File: src/sv/ffpa_pkg.sv
// Package for the first-fit page frame allocator: sizes, codes, FSM states,
// controller/datapath command and status structs, mask helper.
// No dependencies.
`default_nettype none

package ffpa_pkg;

  localparam int unsigned MAX_PAGES   = 16384;
  localparam int unsigned PAGE_SHIFT  = 12;
  localparam int unsigned WORD_W      = 64;
  localparam int unsigned BIT_W       = $clog2(WORD_W);
  localparam int unsigned ROWS        = MAX_PAGES / WORD_W;
  localparam int unsigned ROW_W       = $clog2(ROWS);
  localparam int unsigned IDX_W       = $clog2(MAX_PAGES);
  localparam int unsigned CNT_W       = 15;
  localparam int unsigned FILL_W      = CNT_W + 1;
  localparam int unsigned BASE_W      = 40;
  localparam int unsigned ADDR_W      = 52;
  localparam int unsigned CMD_W       = 3;
  localparam int unsigned STATUS_W    = 2;
  localparam int unsigned CFG_IDX_W   = 2;
  localparam int unsigned CFG_DATA_W  = 40;
  // bits of one map row examined per cycle by the run search
  localparam int unsigned CHUNK_W     = 8;
  localparam int unsigned CHUNK_SEL_W = $clog2(WORD_W / CHUNK_W);
  localparam int unsigned KSEL_W      = $clog2(CHUNK_W);

  localparam logic [CNT_W-1:0] PAGES_RST = CNT_W'(MAX_PAGES);
  localparam logic [CNT_W-1:0] FLOOR_RST = CNT_W'(8192);

  typedef enum logic [CMD_W-1:0] {
    OP_INIT       = 3'd0,
    OP_ALLOC_ONE  = 3'd1,
    OP_ALLOC_USER = 3'd2,
    OP_ALLOC_RUN  = 3'd3,
    OP_FREE       = 3'd4
  } op_e;

  typedef enum logic [STATUS_W-1:0] {
    ST_OK   = 2'd0,
    ST_NONE = 2'd1,
    ST_BAD  = 2'd2
  } status_e;

  typedef enum logic [CFG_IDX_W-1:0] {
    CFG_BASE_FRAME   = 2'd0,
    CFG_PAGES_IN_USE = 2'd1,
    CFG_USER_FLOOR   = 2'd2
  } cfg_idx_e;

  typedef enum logic [3:0] {
    S_IDLE,
    S_DISPATCH,
    S_INIT,
    S_SCAN,
    S_RUN,
    S_MARK_RD,
    S_MARK,
    S_FREE,
    S_DONE
  } state_e;

  typedef struct packed {
    logic    load_in;
    logic    rd_first;
    logic    rd_next;
    logic    init_wr;
    logic    scan_eval;
    logic    run_eval;
    logic    mark_first;
    logic    mark_eval;
    logic    free_wr;
    logic    res_set;
    status_e res_status;
    logic    res_hit;
    logic    out_load;
  } ctrl_cmd_t;

  typedef struct packed {
    op_e  op;
    logic init_bad;
    logic alloc_empty;
    logic run_bad;
    logic free_bad;
    logic init_last;
    logic scan_hit;
    logic scan_last;
    logic run_found;
    logic run_stop;
    logic chunk_last;
    logic mark_last;
    logic out_free;
  } ctrl_sts_t;

  // Ones from bit lo up to bit hi inclusive.
  function automatic logic [WORD_W-1:0] range_mask(input logic [BIT_W-1:0] lo,
                                                   input logic [BIT_W-1:0] hi);
    logic [BIT_W-1:0] top_gap;
    top_gap = BIT_W'(WORD_W - 1) - hi;
    return ({WORD_W{1'b1}} << lo) & ({WORD_W{1'b1}} >> top_gap);
  endfunction

endpackage

`default_nettype wire

File: src/sv/ffpa_ctrl.sv
// Sequencer of the page frame allocator: walks each command through its
// map sweep and drives the datapath. Depends on ffpa_pkg.
`default_nettype none

module ffpa_ctrl (
  input  wire logic                clk_i,
  input  wire logic                rst_ni,
  input  wire logic                in_valid_i,
  output logic                     in_ready_o,
  input  wire ffpa_pkg::ctrl_sts_t sts_i,
  output ffpa_pkg::ctrl_cmd_t      cmd_o
);

  ffpa_pkg::state_e state_q, state_d;

  always_ff @(posedge clk_i or negedge rst_ni) begin
    if (!rst_ni) begin
      state_q <= ffpa_pkg::S_IDLE;
    end else begin
      state_q <= state_d;
    end
  end

  always_comb begin
    state_d = state_q;
    unique case (state_q)
      ffpa_pkg::S_IDLE: begin
        if (in_valid_i) state_d = ffpa_pkg::S_DISPATCH;
      end
      ffpa_pkg::S_DISPATCH: begin
        unique case (sts_i.op) inside
          ffpa_pkg::OP_INIT: begin
            state_d = sts_i.init_bad ? ffpa_pkg::S_DONE : ffpa_pkg::S_INIT;
          end
          ffpa_pkg::OP_ALLOC_ONE, ffpa_pkg::OP_ALLOC_USER: begin
            state_d = sts_i.alloc_empty ? ffpa_pkg::S_DONE : ffpa_pkg::S_SCAN;
          end
          ffpa_pkg::OP_ALLOC_RUN: begin
            state_d = sts_i.run_bad ? ffpa_pkg::S_DONE : ffpa_pkg::S_RUN;
          end
          ffpa_pkg::OP_FREE: begin
            state_d = sts_i.free_bad ? ffpa_pkg::S_DONE : ffpa_pkg::S_FREE;
          end
          default: state_d = ffpa_pkg::S_DONE;
        endcase
      end
      ffpa_pkg::S_INIT: begin
        if (sts_i.init_last) state_d = ffpa_pkg::S_DONE;
      end
      ffpa_pkg::S_SCAN: begin
        if (sts_i.scan_hit || sts_i.scan_last) state_d = ffpa_pkg::S_DONE;
      end
      ffpa_pkg::S_RUN: begin
        if (sts_i.run_found) begin
          state_d = ffpa_pkg::S_MARK_RD;
        end else if (sts_i.run_stop) begin
          state_d = ffpa_pkg::S_DONE;
        end
      end
      ffpa_pkg::S_MARK_RD: state_d = ffpa_pkg::S_MARK;
      ffpa_pkg::S_MARK: begin
        if (sts_i.mark_last) state_d = ffpa_pkg::S_DONE;
      end
      ffpa_pkg::S_FREE: state_d = ffpa_pkg::S_DONE;
      ffpa_pkg::S_DONE: begin
        if (sts_i.out_free) state_d = ffpa_pkg::S_IDLE;
      end
      default: state_d = ffpa_pkg::S_IDLE;
    endcase
  end

  always_comb begin
    cmd_o            = '0;
    cmd_o.res_status = ffpa_pkg::ST_OK;
    in_ready_o       = 1'b0;
    unique case (state_q)
      ffpa_pkg::S_IDLE: begin
        in_ready_o    = 1'b1;
        cmd_o.load_in = in_valid_i;
      end
      ffpa_pkg::S_DISPATCH: begin
        unique case (sts_i.op) inside
          ffpa_pkg::OP_INIT: begin
            if (sts_i.init_bad) begin
              cmd_o.res_set    = 1'b1;
              cmd_o.res_status = ffpa_pkg::ST_BAD;
            end
          end
          ffpa_pkg::OP_ALLOC_ONE, ffpa_pkg::OP_ALLOC_USER: begin
            if (sts_i.alloc_empty) begin
              cmd_o.res_set    = 1'b1;
              cmd_o.res_status = ffpa_pkg::ST_NONE;
            end else begin
              cmd_o.rd_first = 1'b1;
            end
          end
          ffpa_pkg::OP_ALLOC_RUN: begin
            if (sts_i.run_bad) begin
              cmd_o.res_set    = 1'b1;
              cmd_o.res_status = ffpa_pkg::ST_NONE;
            end else begin
              cmd_o.rd_first = 1'b1;
            end
          end
          ffpa_pkg::OP_FREE: begin
            if (sts_i.free_bad) begin
              cmd_o.res_set    = 1'b1;
              cmd_o.res_status = ffpa_pkg::ST_BAD;
            end else begin
              cmd_o.rd_first = 1'b1;
            end
          end
          default: begin
            cmd_o.res_set    = 1'b1;
            cmd_o.res_status = ffpa_pkg::ST_OK;
          end
        endcase
      end
      ffpa_pkg::S_INIT: begin
        cmd_o.init_wr = 1'b1;
        if (sts_i.init_last) begin
          cmd_o.res_set    = 1'b1;
          cmd_o.res_status = ffpa_pkg::ST_OK;
        end
      end
      ffpa_pkg::S_SCAN: begin
        cmd_o.scan_eval = 1'b1;
        cmd_o.rd_next   = 1'b1;
        if (sts_i.scan_hit) begin
          cmd_o.res_set    = 1'b1;
          cmd_o.res_status = ffpa_pkg::ST_OK;
          cmd_o.res_hit    = 1'b1;
        end else if (sts_i.scan_last) begin
          cmd_o.res_set    = 1'b1;
          cmd_o.res_status = ffpa_pkg::ST_NONE;
        end
      end
      ffpa_pkg::S_RUN: begin
        cmd_o.run_eval = 1'b1;
        // fetch the next row while the last chunk of this one is examined
        cmd_o.rd_next  = sts_i.chunk_last && !sts_i.run_found && !sts_i.run_stop;
        if (!sts_i.run_found && sts_i.run_stop) begin
          cmd_o.res_set    = 1'b1;
          cmd_o.res_status = ffpa_pkg::ST_NONE;
        end
      end
      ffpa_pkg::S_MARK_RD: cmd_o.mark_first = 1'b1;
      ffpa_pkg::S_MARK: begin
        cmd_o.mark_eval = 1'b1;
        if (sts_i.mark_last) begin
          cmd_o.res_set    = 1'b1;
          cmd_o.res_status = ffpa_pkg::ST_OK;
          cmd_o.res_hit    = 1'b1;
        end else begin
          cmd_o.rd_next = 1'b1;
        end
      end
      ffpa_pkg::S_FREE: begin
        cmd_o.free_wr    = 1'b1;
        cmd_o.res_set    = 1'b1;
        cmd_o.res_status = ffpa_pkg::ST_OK;
      end
      ffpa_pkg::S_DONE: cmd_o.out_load = sts_i.out_free;
      default: ;
    endcase
  end

endmodule

`default_nettype wire

File: config.mk
export PLATFORM = sky130hd
export DESIGN_NAME = ffpa_ctrl
export DESIGN_NICKNAME = d
export VERILOG_FILES = /design/src/sv/ffpa_pkg.sv /design/src/sv/ffpa_ctrl.sv
export SDC_FILE = /design/constraint.sdc
export NUM_CORES = 1
export LEC_CHECK = 0
export BUFFER_PORTS_ARGS = -buffer_cell sky130_fd_sc_hd__buf_2
export CELL_PAD_IN_SITES_DETAIL_PLACEMENT = 1
export CELL_PAD_IN_SITES_GLOBAL_PLACEMENT = 2
export CORE_MARGIN = 3
export CORE_UTILIZATION = 24
export CTS_BUF_LIST = sky130_fd_sc_hd__clkbuf_16
export CTS_CLUSTER_SIZE = 12
export DETAILED_ROUTE_END_ITERATION = 8
export PLACE_DENSITY_LB_ADDON = 0.25
export REMOVE_ABC_BUFFERS = 1
export SLEW_MARGIN = 20
export SYNTH_ARGS = -nofsm -noshare
export SYNTH_HDL_FRONTEND = slang
export SYNTH_SLANG_ARGS = --single-unit
File: constraint.sdc
create_clock -name clk_i -period 4.8 [get_ports clk_i]
set_clock_uncertainty 0.05 [all_clocks]
set_input_delay 0.96 -clock clk_i [delete_from_list [all_inputs] [get_ports clk_i]]
set_output_delay 0.96 -clock clk_i [all_outputs]
set_load 0.01 [all_outputs]
# --- Yosys cells after proc, flatten, opt, wreduce, memory -nomap -nowiden ---
# Index checks and enable logic that the tools add are counted.
classes:
  n_addsub: 0
  multipliers: 0
  div: 0
  n_lt_le_gt_ge: 0
  n_eq_ne: 18
  n_shift: 0
  muxes: 42
  n_bitwise: 0
  reduce_logical: 10
ops:
  columns: ["cell", "n"]
  rows:
  - ["2-to-1 mux 4 bit", 12]
  - ["case mux 4 bit (9 select lines)", 1]
  - ["2-to-1 mux 3 bit", 8]
  - ["case mux 3 bit (6 select lines)", 1]
  - ["equality test 4 x 3 -> 1 bit, second input constant", 4]
  - ["case mux 4 bit (4 select lines)", 1]
  - ["2-to-1 mux 1 bit", 15]
  - ["case mux 3 bit (4 select lines)", 1]
  - ["!= test 2 bit, second input constant", 5]
  - ["equality test 4 x 2 -> 1 bit, second input constant", 2]
  - ["equality test 3 x 2 -> 1 bit, second input constant", 2]
  - ["case mux 1 bit (3 select lines)", 2]
  - ["AND reduction 6 bit", 1]
  - ["equality test 4 x 1 -> 1 bit, second input constant", 1]
  - ["equality test 4 bit, second input constant", 1]
  - ["zero test 4 bit", 1]
  - ["equality test 3 x 1 -> 1 bit, second input constant", 1]
  - ["equality test 3 bit, second input constant", 1]
  - ["logical AND 1 bit", 3]
  - ["zero test 3 bit", 1]
  - ["!= test 3 bit, second input constant", 1]
  - ["zero test 1 bit", 2]
  - ["case mux 1 bit (2 select lines)", 1]
  - ["OR reduction 2 bit", 1]
  - ["logical OR 1 bit", 1]
word_totals:
  ff_bits: 4
  latchBits: 0
  mem_bits_rw: 0
  rom_bits: 0
  in_bits: 18
  output_inout_bits: 15
  elab_cells: 71
  memories: 0

# --- Depth between registers and ports, before layout ---
depth:
  depth_word: 4
  ltp_mapped: 5
  mapped_depth_nobuf: 4

# --- Worst setup path after synthesis ---
# No wires, ideal clock.
synth_timing:
  kind: "in2out"
  start: "input port sts_i[14] (netlist name)"
  end: "output port cmd_o[12] (netlist name)"
  arrival_ns: 2.057
  required_time_ns: 3.790
  slack_ns: 1.733
  stages: 3
  n_path_buf: 1
  path_cell_list: "clkbuf_1 -> or4b_2 -> a21oi_1"
synth_lines:
  columns: ["element", "line_no", "source"]
  rows:
  - ["start, declared", "ffpa_ctrl.sv:10", "input wire ffpa_pkg::ctrl_sts_t sts_i,"]
  - ["end, declared", "ffpa_ctrl.sv:11", "output ffpa_pkg::ctrl_cmd_t cmd_o"]

==> results.py <==
metrics = {
    "route": {
        "viasPerCell": 5.282,
        "drt_pass1_iterations": 4,
        "route.vias.total": 787,
        "drtIter0Drc": 6,
        "drc": 0,
        "routed_wire_length_per_instance_um": 14.66,
        "wirelength_um": 2184,
        "ant_nets": 0,
    },
    "floorplanning": {
        "die_w_um": 58.12,
        "rows": 18,
        "die_area_um2": 3377,
        "die_h_um": 58.12,
        "ios": 33,
        "core-area_um2": 2522,
        "initial_core_util": 0.2584,
    },
    "yosys": {
        "synthSimpleGateAreaFrac": 0.4280,
        "synthCells": 93,
        "synth_top_area_cell": "dfrtp_1",
        "yosys-top-cells-count": "11 x nor2_1, 9 x clkbuf_1, 6 x a21oi_1, 6 x o21ai_0",
        "synth.most_common_cell": "nor2_1",
        "yosysWarnings": 0,
        "synth-async-reset-ratio": 1.000,
        "postSynthAreaPerCell_um2": 7.009,
        "synth_seq_area_share": 0.1536,
        "synth_edf_count": 0,
        "synth_seq_cells": 4,
        "synth_top_family_by_area": "simple AND/OR/NAND/NOR gates",
        "synth.area.top_cells": "dfrtp_1 15%, nor2_1 6.3%, clkbuf_1 5.2%",
        "synth-compound-area-share": 0.2610,
        "synthDistinctLibCells": 35,
        "synthMuxAreaShare": 0.06334,
        "ys.flop_type": "dfrtp_1",
        "synth_xor_area_frac": 0.01344,
        "yosysTopAreaCellShare": 0.1536,
        "synthAdderAreaFrac": 0,
        "synth.cell_area_um2": 651.9,
    },
    "placement": {
        "port_buffers": 32,
        "place.gp.congestion": 0.7864,
        "place_ws_ns": 1.521,
        "dp_hpwl_um": 1644,
    },
    "layout": {
        "fill_cells": 325,
        "top_regs": "state_q (4)",
        "synthToLayoutAreaGrowth_pct": 36.66,
        "multi_input_area_um2": 499.2,
        "drive_gt1_frac": 0.3529,
        "seq_area_um2": 100.1,
        "nets": 139,
        "largest_register_ff_count": 4,
        "fin_util": 0.3532,
        "diodes": 0,
        "top_register": "state_q",
    },
    "critical_path": {
        "reg2reg_depth": 4,
        "crit_type": "reg2out",
        "worst_ep_required_time_ns": 3.79,
        "end_kind": "output port",
        "critPathMaxFanout": 20,
        "cp.arrival_ns": 2.53,
        "r2r_setup_slack_ns": 2.82,
        "rr_endpoint": "state_q[3]",
        "r2r_start": "state_q[2]",
        "start_kind": "register",
    },
    "clocking": {
        "clkSlewWorstSetupHoldPaths_ns": 0.03,
        "clock_path_buffers": 2,
        "hold_buffers": 0,
        "numCtsBuffers": 3,
        "htreeDepth": 1,
        "post_cts_buffers": 0,
        "cts_root_buffer": "clkbuf_16",
        "insertion_delay_ns": 0.22,
        "cts_resized": 0,
        "cts_tree": "done",
        "cts_sinks": 4,
    },
    "global_route": {
        "antenna_found_initial": 0,
        "track_usage": 0.1413,
        "grt_pass1_wl_um": 3691,
        "grt_max_degree": 21,
        "grt_remaining_overflow": 0,
        "grt_pass1_vias": 780,
    },
    "sta": {
        "fmax_ghz": 0.2825,
        "timing.final.crit_period_ns": 3.539,
        "final_hold_viol_count": 0,
        "post-route-period-util": 0.7373,
        "drv_slew": 0,
        "fin_ws_ns": 1.261,
        "setup_viol": 0,
        "max-slew-margin-rel": 0.5791,
        "rsz0062_at_grt": "false",
        "worst_slew_pin_slew_ns": 0.6314,
        "setup_tns_ns": 0,
    },
    "flow_run": {
        "cap_viol_max_count": 0,
    },
    "pwr": {
        "powerDensity_nw_per_um2": 492.0,
        "p_leak_nw": 0.4257,
        "peakVddDrop_mv": 0.2599,
    },
    "outcome": {
        "status": "complete, no violations",
    },
    "min_path": {
        "hp-class": "in2async",
    },
}
[cell usage in the layout (no fill, tap or decap), types with 2 or more instances in the layout]
| cell | count |
|---|---|
| a21oi_1 | 6 |
| and3b_1 | 2 |
| buf_2 | 32 |
| clkbuf_16 | 3 |
| dfrtp_1 | 4 |
| inv_1 | 5 |
| mux2i_1 | 3 |
| nand2_1 | 5 |
| nand2b_1 | 3 |
| nand4_1 | 2 |
| nor2_1 | 11 |
| nor3_1 | 5 |
| nor3b_1 | 4 |
| nor4_1 | 2 |
| o21ai_0 | 6 |
| o22a_1 | 2 |
| o22ai_1 | 3 |
| or4b_2 | 3 |
[worst max-delay path, stage by stage, from the launching register on]
cell	delay (ns)
dfrtp_1	0.73
or4b_4	0.55
or3_4	0.35
o32a_1	0.31
a211oi_2	0.20
buf_2	0.16
[layer usage]
layer	GRT usage	share of wire
met2	0.2194	0.47
met5	0	0
met4	0.03974	0
met1	0.1987	0.49
met3	0.02673	0.037
[layout make-up]
class | instances | share of cell area
Clock buffer | 3 | 0.08427
Inverter | 5 | 0.02107
Multi-Input combinational cell | 75 | 0.5604
Sequential cell | 4 | 0.1124
Tap cell | 30 | 0.04213
Timing Repair Buffer | 32 | 0.1798
[per-stage QoR]
stage          hold WS, ns  area, um2  power [mW]  std cells
5_1_grt             0.4936      890.9      0.4801        149
2_1_floorplan       0.6144      618.1      0.2237         84
3_3_place_gp        0.7145      815.8      0.3094        146
3_5_place_dp        0.7175      815.8      0.3107        146
6_report            0.4840      890.9      0.4383        149
4_1_cts             0.4860      890.9      0.4426        149
[cells by family after synthesis]
family / count (synthesis)
AND/OR/NAND/NOR: 45
AO/OA/AOI/OAI: 25
buffers and inverters: 14
multiplexers: 4
flip-flops: 4
XOR/XNOR: 1
[power by group]
| group | leakage (nW) | switching, mW | internal [mW] |
|---|---|---|---|
| sequential | 0.0525 | 0.0585 | 0.0467 |
| clock | 0.0370 | 0.0227 | 0.106 |
| combinational | 0.336 | 0.106 | 0.0981 |
| total | 0.426 | 0.187 | 0.251 |
[how the worst max path moves through the flow]
stage,from,to,slack [ns]
6_report,state_q[2],cmd_o[11],1.26
3_3_place_gp,state_q[2],cmd_o[11],1.56
3_5_place_dp,state_q[2],cmd_o[11],1.52
4_1_cts,state_q[2],cmd_o[11],1.27
5_1_grt,state_q[2],cmd_o[11],1.14
2_1_floorplan,state_q[2],cmd_o[11],1.75
Note: power is estimated with default switching activity, not from simulation.
